===== src/rtl/teaching_cpu_execute_unit_macros.svh =====
// Assertion macros shared by the execute unit RTL.
// Used by cpuex_queue and cpuex_back; needs signals clk and rst_n in scope.
`ifndef TEACHING_CPU_EXECUTE_UNIT_MACROS_SVH
`define TEACHING_CPU_EXECUTE_UNIT_MACROS_SVH

`ifndef SYNTHESIS
`define CPUEX_ASSERT_IMP(lbl, ante, cons) \
    lbl: assert property (@(posedge clk) disable iff (!rst_n) (ante) |-> (cons)) \
        else $error("cpuex assertion failed");
`define CPUEX_ASSERT_NXT(lbl, ante, cons) \
    lbl: assert property (@(posedge clk) disable iff (!rst_n) (ante) |=> (cons)) \
        else $error("cpuex assertion failed");
`else
`define CPUEX_ASSERT_IMP(lbl, ante, cons)
`define CPUEX_ASSERT_NXT(lbl, ante, cons)
`endif

`endif


===== src/rtl/cpuex_pkg.sv =====
// Shared types and constants for the teaching CPU execute unit.
// No dependencies; imported by cpuex_front, cpuex_queue, cpuex_back and the top module.
`timescale 1ns / 1ps

package cpuex_pkg;

    localparam int IDX_W  = 4;
    localparam int DATA_W = 8;
    localparam int OP_W   = 4;

    localparam int REGISTER_COUNT_DEF = 16;
    localparam int QUEUE_DEPTH        = 2;

    localparam logic [OP_W-1:0] OP_LOAD     = 4'd0;
    localparam logic [OP_W-1:0] OP_LOAD_IMM = 4'd1;
    localparam logic [OP_W-1:0] OP_STORE    = 4'd2;
    localparam logic [OP_W-1:0] OP_MOVE     = 4'd3;
    localparam logic [OP_W-1:0] OP_ADD      = 4'd4;
    localparam logic [OP_W-1:0] OP_FADD     = 4'd5;
    localparam logic [OP_W-1:0] OP_OR       = 4'd6;
    localparam logic [OP_W-1:0] OP_AND      = 4'd7;
    localparam logic [OP_W-1:0] OP_XOR      = 4'd8;
    localparam logic [OP_W-1:0] OP_ROTATE   = 4'd9;
    localparam logic [OP_W-1:0] OP_JUMP     = 4'd10;
    localparam logic [OP_W-1:0] OP_HALT     = 4'd11;

    // Decoded instruction as it travels from the front to the back.
    typedef struct packed {
        logic [OP_W-1:0]   op;
        logic [IDX_W-1:0]  rd_a;
        logic [IDX_W-1:0]  rd_b;
        logic              wr_en;
        logic [IDX_W-1:0]  wr_idx;
        logic [DATA_W-1:0] imm;
        logic [DATA_W-1:0] mem_data;
    } dec_t;

endpackage


===== src/rtl/cpuex_ram.sv =====
// Generic single-write, single-read RAM with registered read data.
// No dependencies.
`timescale 1ns / 1ps

module cpuex_ram #(
    parameter int WIDTH = 8,
    parameter int DEPTH = 16
) (
    input  logic                           clk,
    input  logic                           wr_en,
    input  logic [$clog2(DEPTH)-1:0]       wr_addr,
    input  logic [WIDTH-1:0]               wr_data,
    input  logic [$clog2(DEPTH)-1:0]       rd_addr,
    output logic [WIDTH-1:0]               rd_data
);

    logic [WIDTH-1:0] mem_reg [DEPTH];

    always_ff @(posedge clk)
    begin
        if (wr_en)
        begin
            mem_reg[wr_addr] <= wr_data;
        end
        rd_data <= mem_reg[rd_addr];
    end

endmodule


===== src/rtl/cpuex_front.sv =====
// Front end: takes instruction transfers and classifies them into read
// ports and write target. Depends on cpuex_pkg.
`timescale 1ns / 1ps

module cpuex_front (
    input  logic                       in_valid,
    output logic                       in_stall,
    input  logic [3:0]                 opcode,
    input  logic [3:0]                 reg_r,
    input  logic [3:0]                 reg_s,
    input  logic [3:0]                 reg_t,
    input  logic [7:0]                 immediate,
    input  logic [7:0]                 mem_data,
    input  logic                       q_full,
    output logic                       q_push,
    output cpuex_pkg::dec_t            q_data
);
    import cpuex_pkg::*;

    assign in_stall = q_full;
    assign q_push   = in_valid && !q_full;

    always_comb
    begin
        q_data          = '0;
        q_data.op       = opcode;
        q_data.imm      = immediate;
        q_data.mem_data = mem_data;
        unique case (opcode)
            OP_LOAD, OP_LOAD_IMM:
            begin
                q_data.wr_en  = 1'b1;
                q_data.wr_idx = reg_r;
            end
            OP_STORE:
            begin
                q_data.rd_a = reg_r;
            end
            OP_MOVE:
            begin
                q_data.rd_a   = reg_r;
                q_data.wr_en  = 1'b1;
                q_data.wr_idx = reg_s;
            end
            OP_ADD, OP_FADD, OP_OR, OP_AND, OP_XOR:
            begin
                q_data.rd_a   = reg_s;
                q_data.rd_b   = reg_t;
                q_data.wr_en  = 1'b1;
                q_data.wr_idx = reg_r;
            end
            OP_ROTATE:
            begin
                q_data.rd_a   = reg_r;
                q_data.wr_en  = 1'b1;
                q_data.wr_idx = reg_r;
            end
            OP_JUMP:
            begin
                // compare against R0
                q_data.rd_a = reg_r;
                q_data.rd_b = '0;
            end
            default:
            begin
                // halt and unused codes touch no register
            end
        endcase
    end

endmodule


===== src/rtl/cpuex_queue.sv =====
// Short FIFO of decoded instructions between front and back.
// Depends on cpuex_pkg and the assertion macro header.
`timescale 1ns / 1ps
`include "teaching_cpu_execute_unit_macros.svh"

module cpuex_queue (
    input  logic             clk,
    input  logic             rst_n,
    input  logic             push,
    input  cpuex_pkg::dec_t  push_data,
    input  logic             pop,
    output cpuex_pkg::dec_t  head,
    output logic             full,
    output logic             empty
);
    import cpuex_pkg::*;

    localparam int PW = (QUEUE_DEPTH > 1) ? $clog2(QUEUE_DEPTH) : 1;
    localparam int CW = $clog2(QUEUE_DEPTH + 1);
    localparam logic [CW-1:0] DEPTH_C = CW'(QUEUE_DEPTH);
    localparam logic [PW-1:0] LAST_P  = PW'(QUEUE_DEPTH - 1);

    dec_t          entries_reg [QUEUE_DEPTH];
    logic [PW-1:0] wptr_reg, wptr_next;
    logic [PW-1:0] rptr_reg, rptr_next;
    logic [CW-1:0] count_reg, count_next;

    assign full  = (count_reg == DEPTH_C);
    assign empty = (count_reg == '0);
    assign head  = entries_reg[rptr_reg];

    always_comb
    begin
        wptr_next  = wptr_reg;
        rptr_next  = rptr_reg;
        count_next = count_reg;
        if (push)
        begin
            wptr_next = (wptr_reg == LAST_P) ? '0 : wptr_reg + 1'b1;
        end
        if (pop)
        begin
            rptr_next = (rptr_reg == LAST_P) ? '0 : rptr_reg + 1'b1;
        end
        if (push && !pop)
        begin
            count_next = count_reg + 1'b1;
        end
        else if (pop && !push)
        begin
            count_next = count_reg - 1'b1;
        end
    end

    always_ff @(posedge clk or negedge rst_n)
    begin
        if (!rst_n)
        begin
            wptr_reg  <= '0;
            rptr_reg  <= '0;
            count_reg <= '0;
        end
        else
        begin
            wptr_reg  <= wptr_next;
            rptr_reg  <= rptr_next;
            count_reg <= count_next;
        end
    end

    always_ff @(posedge clk)
    begin
        if (push)
        begin
            entries_reg[wptr_reg] <= push_data;
        end
    end

    `CPUEX_ASSERT_IMP(a_q_no_overflow, push, !full)
    `CPUEX_ASSERT_IMP(a_q_no_underflow, pop, !empty)
    `CPUEX_ASSERT_NXT(a_q_push_lands, push && !pop, !empty)

endmodule


===== src/rtl/cpuex_back.sv =====
// Back end: register file, execution of one decoded instruction and the
// result register. Depends on cpuex_pkg, cpuex_ram and the macro header.
`timescale 1ns / 1ps
`include "teaching_cpu_execute_unit_macros.svh"

module cpuex_back #(
    parameter int REGISTER_COUNT = cpuex_pkg::REGISTER_COUNT_DEF
) (
    input  logic             clk,
    input  logic             rst_n,
    input  logic             q_empty,
    input  cpuex_pkg::dec_t  q_head,
    output logic             q_pop,
    output logic             out_valid,
    input  logic             out_stall,
    output logic             reg_write,
    output logic [3:0]       reg_index,
    output logic [7:0]       reg_value,
    output logic             mem_write,
    output logic [7:0]       mem_address,
    output logic [7:0]       mem_value,
    output logic             jump_taken,
    output logic [7:0]       jump_target,
    output logic             halt
);
    import cpuex_pkg::*;

    localparam int AW = $clog2(REGISTER_COUNT);
    localparam logic [IDX_W:0] REG_LIMIT = (IDX_W + 1)'(REGISTER_COUNT);

    localparam logic S_IDLE = 1'b0;
    localparam logic S_EXEC = 1'b1;

    function automatic logic in_range(input logic [IDX_W-1:0] idx);
        return ({1'b0, idx} < REG_LIMIT);
    endfunction

    // sign, excess-4 exponent, 4-bit magnitude
    function automatic logic [7:0] fp_add(input logic [7:0] a, input logic [7:0] b);
        logic [2:0] ea;
        logic [2:0] eb;
        logic [3:0] ma;
        logic [3:0] mb;
        logic [3:0] e;
        logic [5:0] sa;
        logic [5:0] sb;
        logic [5:0] sum;
        logic [5:0] mag;
        logic       neg;
        ea = a[6:4];
        eb = b[6:4];
        ma = a[3:0];
        mb = b[3:0];
        if (ea < eb)
        begin
            ma = ma >> (eb - ea);
            e  = {1'b0, eb};
        end
        else
        begin
            mb = mb >> (ea - eb);
            e  = {1'b0, ea};
        end
        sa  = a[7] ? (6'd0 - {2'b00, ma}) : {2'b00, ma};
        sb  = b[7] ? (6'd0 - {2'b00, mb}) : {2'b00, mb};
        sum = sa + sb;
        neg = sum[5];
        mag = neg ? (6'd0 - sum) : sum;
        if (mag > 6'd15)
        begin
            mag = mag >> 1;
            e   = e + 4'd1;
        end
        if (e > 4'd7)
        begin
            mag = 6'd15;
            e   = 4'd7;
        end
        return {neg, e[2:0], mag[3:0]};
    endfunction

    logic                      state_reg, state_next;
    dec_t                      cur_reg;
    logic                      a_ok_reg, a_ok_next;
    logic                      b_ok_reg, b_ok_next;
    logic [REGISTER_COUNT-1:0] written_reg, written_next;
    logic [DATA_W-1:0]         ram_a_q;
    logic [DATA_W-1:0]         ram_b_q;
    logic [DATA_W-1:0]         op_a;
    logic [DATA_W-1:0]         op_b;
    logic [2*DATA_W-1:0]       rot_w;
    logic                      exec;
    logic                      rf_we;
    logic [DATA_W-1:0]         res_val;
    logic                      res_mem;
    logic                      res_jump;
    logic                      res_halt;
    logic                      out_valid_reg, out_valid_next;
    logic                      reg_write_reg;
    logic [IDX_W-1:0]          reg_index_reg;
    logic [DATA_W-1:0]         reg_value_reg;
    logic                      mem_write_reg;
    logic [DATA_W-1:0]         mem_address_reg;
    logic [DATA_W-1:0]         mem_value_reg;
    logic                      jump_taken_reg;
    logic [DATA_W-1:0]         jump_target_reg;
    logic                      halt_reg;

    // pop the queue head only while idle and the output can take a result; execute in the next cycle
    assign exec  = (state_reg == S_EXEC);
    assign q_pop = (state_reg == S_IDLE) && !q_empty && (!out_valid_reg || !out_stall);
    assign rf_we = exec && cur_reg.wr_en && in_range(cur_reg.wr_idx);

    // two copies of the register file give two read ports
    cpuex_ram #(
        .WIDTH (DATA_W),
        .DEPTH (REGISTER_COUNT)
    ) u_rf_a (
        .clk     (clk),
        .wr_en   (rf_we),
        .wr_addr (cur_reg.wr_idx[AW-1:0]),
        .wr_data (res_val),
        .rd_addr (q_head.rd_a[AW-1:0]),
        .rd_data (ram_a_q)
    );

    cpuex_ram #(
        .WIDTH (DATA_W),
        .DEPTH (REGISTER_COUNT)
    ) u_rf_b (
        .clk     (clk),
        .wr_en   (rf_we),
        .wr_addr (cur_reg.wr_idx[AW-1:0]),
        .wr_data (res_val),
        .rd_addr (q_head.rd_b[AW-1:0]),
        .rd_data (ram_b_q)
    );

    // registers never written since reset read as zero
    always_comb
    begin
        state_next   = state_reg;
        a_ok_next    = a_ok_reg;
        b_ok_next    = b_ok_reg;
        written_next = written_reg;
        if (q_pop)
        begin
            state_next = S_EXEC;
            a_ok_next  = in_range(q_head.rd_a) && written_reg[q_head.rd_a[AW-1:0]];
            b_ok_next  = in_range(q_head.rd_b) && written_reg[q_head.rd_b[AW-1:0]];
        end
        else if (exec)
        begin
            state_next = S_IDLE;
        end
        if (rf_we)
        begin
            written_next[cur_reg.wr_idx[AW-1:0]] = 1'b1;
        end
    end

    assign op_a  = a_ok_reg ? ram_a_q : '0;
    assign op_b  = b_ok_reg ? ram_b_q : '0;
    assign rot_w = {op_a, op_a} >> cur_reg.imm[2:0];

    always_comb
    begin
        res_val  = '0;
        res_mem  = 1'b0;
        res_jump = 1'b0;
        res_halt = 1'b0;
        unique case (cur_reg.op)
            OP_LOAD:     res_val = cur_reg.mem_data;
            OP_LOAD_IMM: res_val = cur_reg.imm;
            OP_STORE:    res_mem = 1'b1;
            OP_MOVE:     res_val = op_a;
            OP_ADD:      res_val = op_a + op_b;
            OP_FADD:     res_val = fp_add(op_a, op_b);
            OP_OR:       res_val = op_a | op_b;
            OP_AND:      res_val = op_a & op_b;
            OP_XOR:      res_val = op_a ^ op_b;
            OP_ROTATE:   res_val = rot_w[DATA_W-1:0];
            OP_JUMP:     res_jump = (op_a == op_b);
            OP_HALT:     res_halt = 1'b1;
            default:     res_val = '0;
        endcase
    end

    always_comb
    begin
        out_valid_next = out_valid_reg;
        if (exec)
        begin
            out_valid_next = 1'b1;
        end
        else if (out_valid_reg && !out_stall)
        begin
            out_valid_next = 1'b0;
        end
    end

    always_ff @(posedge clk or negedge rst_n)
    begin
        if (!rst_n)
        begin
            state_reg     <= S_IDLE;
            a_ok_reg      <= 1'b0;
            b_ok_reg      <= 1'b0;
            written_reg   <= '0;
            out_valid_reg <= 1'b0;
        end
        else
        begin
            state_reg     <= state_next;
            a_ok_reg      <= a_ok_next;
            b_ok_reg      <= b_ok_next;
            written_reg   <= written_next;
            out_valid_reg <= out_valid_next;
        end
    end

    always_ff @(posedge clk)
    begin
        if (q_pop)
        begin
            cur_reg <= q_head;
        end
        if (exec)
        begin
            reg_write_reg   <= rf_we;
            reg_index_reg   <= rf_we ? cur_reg.wr_idx : '0;
            reg_value_reg   <= rf_we ? res_val : '0;
            mem_write_reg   <= res_mem;
            mem_address_reg <= res_mem ? cur_reg.imm : '0;
            mem_value_reg   <= res_mem ? op_a : '0;
            jump_taken_reg  <= res_jump;
            jump_target_reg <= res_jump ? cur_reg.imm : '0;
            halt_reg        <= res_halt;
        end
    end

    assign out_valid   = out_valid_reg;
    assign reg_write   = reg_write_reg;
    assign reg_index   = reg_index_reg;
    assign reg_value   = reg_value_reg;
    assign mem_write   = mem_write_reg;
    assign mem_address = mem_address_reg;
    assign mem_value   = mem_value_reg;
    assign jump_taken  = jump_taken_reg;
    assign jump_target = jump_target_reg;
    assign halt        = halt_reg;

    `CPUEX_ASSERT_IMP(a_exec_out_free, exec, !out_valid_reg)
    `CPUEX_ASSERT_IMP(a_one_effect, out_valid_reg,
        $onehot0({reg_write_reg, mem_write_reg, jump_taken_reg, halt_reg}))
    `CPUEX_ASSERT_IMP(a_write_in_range, out_valid_reg && reg_write_reg,
        ({1'b0, reg_index_reg} < REG_LIMIT))
    `CPUEX_ASSERT_NXT(a_pop_then_exec, q_pop, state_reg == S_EXEC)

endmodule


===== src/rtl/teaching_cpu_execute_unit.sv =====
// Execute unit of an 8-bit teaching processor: front decode, queue, back end.
// Depends on cpuex_pkg, cpuex_front, cpuex_queue, cpuex_back, cpuex_ram.
//
// One instruction transfer in, exactly one result transfer out, in order.
// The front classifies each instruction and parks it in a two-entry queue;
// the back end reads the register file (registered read, two copies for
// two read ports), then executes and writes back in the following cycle.
// The back end takes the next instruction only after the last one has executed,
// and an instruction passes through a queue entry, the register file read and
// the result registers before its result can transfer out. The
// register file clears through per-register written bits, so the unit takes
// instructions from the first cycle after reset.
`timescale 1ns / 1ps

module teaching_cpu_execute_unit #(
    parameter int REGISTER_COUNT = cpuex_pkg::REGISTER_COUNT_DEF
) (
    input  logic       clk,
    input  logic       rst_n,
    input  logic       in_valid,
    output logic       in_stall,
    input  logic [3:0] opcode,
    input  logic [3:0] reg_r,
    input  logic [3:0] reg_s,
    input  logic [3:0] reg_t,
    input  logic [7:0] immediate,
    input  logic [7:0] mem_data,
    output logic       out_valid,
    input  logic       out_stall,
    output logic       reg_write,
    output logic [3:0] reg_index,
    output logic [7:0] reg_value,
    output logic       mem_write,
    output logic [7:0] mem_address,
    output logic [7:0] mem_value,
    output logic       jump_taken,
    output logic [7:0] jump_target,
    output logic       halt
);
    import cpuex_pkg::*;

    dec_t q_in;
    dec_t q_head;
    logic q_push;
    logic q_pop;
    logic q_full;
    logic q_empty;

    cpuex_front u_front (
        .in_valid  (in_valid),
        .in_stall  (in_stall),
        .opcode    (opcode),
        .reg_r     (reg_r),
        .reg_s     (reg_s),
        .reg_t     (reg_t),
        .immediate (immediate),
        .mem_data  (mem_data),
        .q_full    (q_full),
        .q_push    (q_push),
        .q_data    (q_in)
    );

    cpuex_queue u_queue (
        .clk       (clk),
        .rst_n     (rst_n),
        .push      (q_push),
        .push_data (q_in),
        .pop       (q_pop),
        .head      (q_head),
        .full      (q_full),
        .empty     (q_empty)
    );

    cpuex_back #(
        .REGISTER_COUNT (REGISTER_COUNT)
    ) u_back (
        .clk         (clk),
        .rst_n       (rst_n),
        .q_empty     (q_empty),
        .q_head      (q_head),
        .q_pop       (q_pop),
        .out_valid   (out_valid),
        .out_stall   (out_stall),
        .reg_write   (reg_write),
        .reg_index   (reg_index),
        .reg_value   (reg_value),
        .mem_write   (mem_write),
        .mem_address (mem_address),
        .mem_value   (mem_value),
        .jump_taken  (jump_taken),
        .jump_target (jump_target),
        .halt        (halt)
    );

endmodule

===== config.mk =====
export PLATFORM = sky130hd
export DESIGN_NAME = teaching_cpu_execute_unit
export DESIGN_NICKNAME = d
export VERILOG_FILES = /design/src/rtl/cpuex_pkg.sv /design/src/rtl/cpuex_ram.sv /design/src/rtl/cpuex_front.sv /design/src/rtl/cpuex_queue.sv /design/src/rtl/cpuex_back.sv /design/src/rtl/teaching_cpu_execute_unit.sv
export VERILOG_INCLUDE_DIRS = /design/src /design/src/rtl
export SDC_FILE = /design/constraint.sdc
export NUM_CORES = 1
export LEC_CHECK = 0
export BUFFER_PORTS_ARGS = -buffer_cell sky130_fd_sc_hd__buf_2
export CAP_MARGIN = 20
export CORE_ASPECT_RATIO = 1.25
export CORE_MARGIN = 2
export CORE_UTILIZATION = 48
export CTS_CLUSTER_SIZE = 10
export DETAILED_ROUTE_END_ITERATION = 8
export SYNTH_ARGS = -nofsm -noshare
export SYNTH_HDL_FRONTEND = slang
export SYNTH_HIERARCHICAL = 1
export SYNTH_SLANG_ARGS = --single-unit

===== constraint.sdc =====
create_clock -name clk -period 11 [get_ports clk]
set_input_delay 1.65 -clock clk [delete_from_list [all_inputs] [get_ports clk]]
set_output_delay 1.65 -clock clk [all_outputs]
set_load 0.03 [all_outputs]

# After elaboration in Yosys (flattened, before gate mapping)
# Memory sizes are Yosys's and may differ from the RTL's. A register that Yosys moved wholly into a read port is not among the register bits.
# Cells that the tools add are included.
# word_totals
out_inout_bits	42
word_cells	138
register_bits	89
mem_count	3
ram_bits	322
# classes
n_mux	40
n_bitwise	5
eq_ne	23
addsub	12
n_lt_le_gt_ge	7
shifts	3
n_reduce_logical	23
# mem_list
memory	words	word_bits	rd	rd_clocked_by_memory_dff	wr	line_no	rtl
u_back.u_rf_a.mem_reg	16	8	1	1	1	cpuex_ram.sv:17	logic [WIDTH-1:0] mem_reg [DEPTH];
u_back.u_rf_b.mem_reg	16	8	1	1	1	cpuex_ram.sv:17	
u_queue.entries_reg	2	33	1	0	1	cpuex_queue.sv:23	dec_t entries_reg [QUEUE_DEPTH];
# ops
op	n
one-hot mux 8 bit (9 select lines)	1
two-way mux 4 bit	10
== test 4 x 3 -> 1 bit (second input constant)	8
== test 4 bit (second input constant)	7
two-way mux 6 bit	3
== test 4 x 2 -> 1 bit (second input constant)	4
two-way mux 8 bit	2
bitwise OR 16 bit	1
right shift 16 x 3 -> 8 bit	1
< comparator 4 x 5 -> 1 bit (second input constant)	3
two-way mux 1 bit	15
one-hot mux 5 bit (2 select lines)	1
subtractor 1 x 4 -> 5 bit (first input constant)	2
adder 8 bit	1
bitwise AND 8 bit	1
binary-select mux 1 bit (select 4 bit)	2
== test 4 x 1 -> 1 bit (second input constant)	2
== test 8 bit	1
logical AND 1 bit	8
logical NOT 4 bit	2
bitwise OR 8 bit	1
one-hot mux 4 bit (2 select lines)	1
OR reduction 8 bit	1
right shift 4 x 3 -> 4 bit	2
other kinds (23)	33

# Logic depth before layout (Yosys ltp)
# depth
ltp_word	16
ltp_mapped	24
ltp_nobuf	23

# By module
# The synthesis kept the hierarchy.
# by_module_without_submodules
mod	cells_each	seq_area_each_um2	instances	area_each_um2
cpuex_ram	229	4003.8	2	5147.4
cpuex_back	532	2452.4	1	5693.0
cpuex_queue	119	2082.0	1	2720.1
cpuex_front	66	0.0	1	431.7

# Least setup slack after synthesis
# Ideal clock, no wire load.
# synth_timing
kind	register -> register
start	register u_back.b_ok_reg
end	memory u_back.u_rf_a.mem_reg[0][0] (data pin)
arrival_ns	5.534
path_slack_ns	4.986
t_required_ns	10.520
setup_time_ns	0.480
stages_incl_launch_ff	20
synth_period_minus_slack_ns	6.014
path_cell_list	dfrtp_1 > buf_4 > nand2_1 > inv_1 > ha_1 > inv_1 > ha_1 > mux4_2 > or3_1 > o21ai_2 > inv_2 > ha_1 > nand2_1 > o21ai_0 > fa_1 > xnor2_1 > nand3_1 > o221ai_1 > nand2_1 > o311ai_1
# synth_between
elab_chain_len	16
word_cells_on_any_way	31
cone_classes	8 x add/sub; 3 x order compare; 2 x shift; 15 x mux; 3 x bitwise
# synth_rtl
item	line_no	rtl
start: declaration	cpuex_back.sv:85	logic b_ok_reg, b_ok_next;
start signal: assignment	cpuex_back.sv:216	b_ok_reg <= b_ok_next;
two-way mux 8 bit (*)	cpuex_back.sv:163	assign op_b = b_ok_reg ? ram_b_q : '0;
subtractor 3 bit (on tied branches)	cpuex_back.sv:56, cpuex_back.sv:61	
right shift 4 x 3 -> 4 bit (on tied branches)	cpuex_back.sv:56, cpuex_back.sv:61	
two-way mux 4 bit	cpuex_back.sv:54	if (ea < eb)
two-way mux 4 bit	cpuex_back.sv:172	unique case (cur_reg.op)
subtractor 1 x 4 -> 5 bit (on tied branches)	cpuex_back.sv:64, cpuex_back.sv:65	
two-way mux 6 bit (on tied branches)	cpuex_back.sv:64, cpuex_back.sv:65	
adder 6 bit	cpuex_back.sv:66	sum = sa + sb;
subtractor 1 x 6 -> 6 bit	cpuex_back.sv:68	mag = neg ? (6'd0 - sum) : sum;
two-way mux 6 bit	cpuex_back.sv:68	
> comparator 6 x 4 -> 1 bit	cpuex_back.sv:69	if (mag > 6'd15)
two-way mux 4 bit	cpuex_back.sv:69	
two-way mux 4 bit	cpuex_back.sv:172	
> comparator 4 x 3 -> 1 bit	cpuex_back.sv:74	if (e > 4'd7)
two-way mux 4 bit	cpuex_back.sv:74	
one-hot mux 8 bit (9 select lines) (*)	cpuex_back.sv:172	
named net u_back.res_val[0]	cpuex_back.sv:94	logic [DATA_W-1:0] res_val;
end: declaration	cpuex_ram.sv:17	
# Mark *: on every way through the listed nets, which the timed path passes. The rest lies on a longest branch. The select of a mux whose other input is x is not followed.

# Worst setup path after layout
# layout_timing
start	register u_back.a_ok_reg
end	register u_back.reg_value_reg[2] (netlist: u_back/reg_value[2]) (data pin)
# layout_between
elab_chain_len	16
word_cells_on_any_way	32
cone_classes	8 x add/sub; 3 x order compare; 3 x shift; 15 x mux; 3 x bitwise
# layout_rtl
item	line_no	rtl
start: declaration	cpuex_back.sv:84	logic a_ok_reg, a_ok_next;
start signal: assignment	cpuex_back.sv:215	a_ok_reg <= a_ok_next;
two-way mux 8 bit (*)	cpuex_back.sv:162	assign op_a = a_ok_reg ? ram_a_q : '0;
subtractor 3 bit (on tied branches)	cpuex_back.sv:56, cpuex_back.sv:61	
right shift 4 x 3 -> 4 bit (on tied branches)	cpuex_back.sv:56, cpuex_back.sv:61	
two-way mux 4 bit	cpuex_back.sv:54	
two-way mux 4 bit	cpuex_back.sv:172	
subtractor 1 x 4 -> 5 bit (on tied branches)	cpuex_back.sv:64, cpuex_back.sv:65	
two-way mux 6 bit (on tied branches)	cpuex_back.sv:64, cpuex_back.sv:65	
adder 6 bit	cpuex_back.sv:66	
subtractor 1 x 6 -> 6 bit	cpuex_back.sv:68	
two-way mux 6 bit	cpuex_back.sv:68	
> comparator 6 x 4 -> 1 bit	cpuex_back.sv:69	
two-way mux 4 bit	cpuex_back.sv:69	
two-way mux 4 bit	cpuex_back.sv:172	
> comparator 4 x 3 -> 1 bit	cpuex_back.sv:74	
two-way mux 4 bit	cpuex_back.sv:74	
one-hot mux 8 bit (9 select lines) (*)	cpuex_back.sv:172	
named net u_back.res_val[2]	cpuex_back.sv:94	
end signal: assignment	cpuex_back.sv:232	reg_value_reg <= rf_we ? res_val : '0;
end: declaration	cpuex_back.sv:101	logic [DATA_W-1:0] reg_value_reg;
# Marks and branches as above.
# A chain may end at the register's enable or synchronous reset.

==> summary.txt <==
Arr. time, crit path: 6740 ps
Worst Setup Start Kind: flip-flop
Setup Skew: 11.9 ps
final hold viol count: 0
clock sink total: 427
Hold EP: u_queue/count_reg[1]
ys flop type: edfxtp_1
met2 WL: 21700 um
initial antenna violation count: 0
Setup violations, final: 0
I/O Pins: 78
DIE AREA: 0.0415 mm2
starting density of the core: 48.8%
Post-CTS Setup Inserts: 0
global-route wire length before repair: 63800 um
reg2reg path depth: 20
Met3 Routed Length: 1910 um
Die H: 227 um
Synth Register Bits: 427
area of the mapped netlist: 0.0191 mm2
RSZ-0062 raised after global routing: no
Initial DRT Pass Iterations: 5
Via Count: 10533
Pwr per Cell Area: 327 mW/mm2
cts bufs inserted: 49
synthesized net count: 1246
Max Slew Vio Count: 0
status: finished, final reports clean
Row Count: 81
slew margin rel.: 31.7%
Critical Path RT: 11430 ps
Synth Area in Adders: 2.37%
Final ANT Viol Nets: 0
drt initial violations: 968
GRT Total Usage: 20.7%
CP bufs+invs: 2
CTS tree: yes
Hold WC Path Type: flip-flop to flip-flop
Synth Area in Simple Gates: 7.20%
crit-path max cell delay: 790 ps
VDD IR max: 189 uV
GPL Wtd Cong: 0.897
fin crit share: 57.3%
Yosys warnings: 6
FILL cells: 3086
slowest library cell on the worst path: o211ai_1
IO buf count: 77
DP Wirelength: 28400 um
drt wl/cell: 23.9 um
r2r startpoint: u_back/a_ok_reg
Worst-Skew Late Latency: 560 ps
vias in the first global route: 10485
ys async rst share: 5.62%
Synth Area per Inst: 16.3 um2
FF-to-FF setup slack: 4700 ps
hold path cells: 1
CP delay by family, top: compound AO/OA/AOI/OAI gates
pin count of the biggest net entering global routing: 46
Hold Slack: 483 ps
Core Box Area: 0.0392 mm2
total gr overflow: 0
Worst Tran Pin Value: 1020 ps
Crit Path Category: flip-flop to flip-flop
post-synthesis compound-gate area fraction: 6.53%
Mapped Cells: 1175
largest family of logic cells by synthesized area: multiplexers
CP cell instances: nand2_1, ha_1, nor3_1, or3_1, o31a_1, o22ai_1, a21oi_1, inv_1, ha_1, nand2_1, o21ai_0, fa_1, xnor2_1, nand3_1, a211oi_1, a211o_1, mux2i_1, o211ai_1, buf_4, and2_1
routed wire length: 43000 um
Crit. End Element: flip-flop
post-layout min period: 6300 ps
Nets: 1331
cts hold-fix bufs: 0
vias per inst: 5.85
H-Tree Depth: 2
Met1 Wirelength: 17900 um
CTS Buffer Depth: 3
Min-Delay Startpoint: u_queue/count_reg[1]
XOR/XNOR Fraction of Synth Area: 1.09%
Seq/Total Area, Yosys: 65.5%
highest metal layer with signal wires: met4
synth-to-layout area growth: 11.5%
Die W: 183 um
Unique masters post-synth: 81
LEAKAGE: 7.74 nW
mux cell area share after synthesis: 13.8%
max-cap violations: 0
share of cells above drive strength 1: 20.8%
number of synthesized flops with an enable pin: 387
Crit Path Max Fanout: 25
fmax: 0.159 GHz
Clock transition at path regs: 60 ps
drc violations: 0
CTS resizes: 0
final setup TNS: 0 ps
reg2reg end: u_back/reg_value[2]
root buf cell: clkbuf_16
==> cell families after synthesis <==
group	after synthesis
multiplexers	135
XOR/XNOR	23
AND/OR/NAND/NOR	272
adder cells (fa/ha/maj)	35
buffers and inverters	107
flip-flops	427
AO/OA/AOI/OAI	176
==> worst max-delay path by stage <==
| stage | from | to | cells past startpoint |
|---|---|---|---|
| 3_5_place_dp | u_back/a_ok_reg | u_back/u_rf_a/mem_reg[6][6] | 19 |
| 6_report | u_back/a_ok_reg | u_back/reg_value[2] | 20 |
| 3_3_place_gp | u_back/a_ok_reg | u_back/u_rf_a/mem_reg[6][6] | 19 |
| 4_1_cts | u_back/a_ok_reg | u_back/u_rf_b/mem_reg[3][6] | 19 |
| 2_1_floorplan | u_back/b_ok_reg | u_back/u_rf_a/mem_reg[0][0] | 19 |
| 5_1_grt | u_back/a_ok_reg | u_back/reg_value[2] | 20 |
==> synth_stat cells (3+ instances only) <==
master | instances | area (um2)
o211ai_1 | 4 | 30.0
and2_1 | 32 | 200
clkdlybuf4s25_2 | 6 | 60.1
nor3_1 | 16 | 80.1
nor2_1 | 72 | 270
a31o_2 | 4 | 35.0
o21bai_1 | 10 | 75.1
a211o_1 | 5 | 43.8
mux2_2 | 7 | 78.8
dfrtp_1 | 24 | 601
and3_1 | 4 | 25.0
mux4_2 | 55 | 1240
buf_6 | 9 | 101
nand2b_1 | 18 | 113
inv_1 | 40 | 150
o22ai_1 | 4 | 25.0
dfxtp_1 | 16 | 320
a211oi_1 | 5 | 37.5
nor2b_1 | 19 | 119
mux2i_1 | 16 | 160
a21oi_1 | 19 | 95.1
a221oi_1 | 4 | 35.0
edfxtp_1 | 387 | 11600
mux2_4 | 29 | 435
buf_4 | 24 | 180
buf_2 | 10 | 50.1
nand3_1 | 10 | 50.1
nand4_1 | 6 | 37.5
mux4_1 | 28 | 736
buf_12 | 3 | 60.1
o31ai_1 | 5 | 37.5
clkbuf_1 | 14 | 52.6
a22oi_1 | 42 | 315
xor2_1 | 11 | 96.3
a21o_1 | 8 | 60.1
a31oi_1 | 4 | 25.0
nand3b_1 | 6 | 45.0
o21ai_0 | 31 | 155
nand2_1 | 68 | 255
xnor2_1 | 11 | 96.3
ha_1 | 33 | 413
==> per-layer routing <==
metal	GRT usage (%)	up-vias
li1	-	4772
met1	26.8	5367
met2	35.5	304
met3	2.99	90
met4	8.12	0
met5	0	-
==> stage by stage <==
stage	area [um2]	util, %	std cells	setup WS [ps]	power [mW]
6_report	21300	54.4	1799	4700	6.97
5_1_grt	21300	54.4	1798	4120	7.34
4_1_cts	21300	54.3	1795	4610	6.99
3_5_place_dp	19800	50.5	1704	4650	5.48
3_3_place_gp	19800	50.5	1704	4800	5.45
2_1_floorplan	19100	-	1175	4990	4.66
==> worst register-to-register path: stages, from the launching register on <==
cell and delay [ps]:
dfrtp_1 550, nand2_1 210, ha_1 550, nor3_1 120, or3_1 560, o31a_1 320, o22ai_1 140, a21oi_1 100
inv_1 90, ha_1 220, nand2_1 50, o21ai_0 180, fa_1 510, xnor2_1 380, nand3_1 200, a211oi_1 370
a211o_1 180, mux2i_1 70, o211ai_1 790, buf_4 420, and2_1 170
==> report_power, final <==
group          total [mW]  switching, mW  internal (mW)
logic                2.88           1.80           1.08
clock network        1.49          0.612          0.875
registers            2.60          0.242           2.36
total                6.97           2.65           4.32
==> area by class of cell <==
| class | instances | area, um2 | share of cell area (%) |
|---|---|---|---|
| well taps | 498 | 623 | 2.92 |
| flip-flops and latches | 427 | 12500 | 58.8 |
| repair buffers | 100 | 593 | 2.78 |
| multi-input cells | 641 | 5960 | 27.9 |
| clock inverters | 5 | 72.6 | 0.340 |
| clock buffers | 86 | 1390 | 6.50 |
| diodes | 1 | 2.50 | 0.0117 |
| inverters | 41 | 154 | 0.721 |
==> placed cells by master (no fill, tap or decap), types with 33 or more instances in the layout <==
| cell | count |
|---|---|
| clkbuf_16 | 50 |
| inv_1 | 40 |
| buf_2 | 77 |
| a22oi_1 | 42 |
| mux4_2 | 55 |
| nand2_1 | 68 |
| edfxtp_1 | 387 |
| ha_1 | 33 |
| nor2_1 | 71 |
| clkbuf_1 | 36 |
No activity file was read; power rests on OpenSTA's default activity.
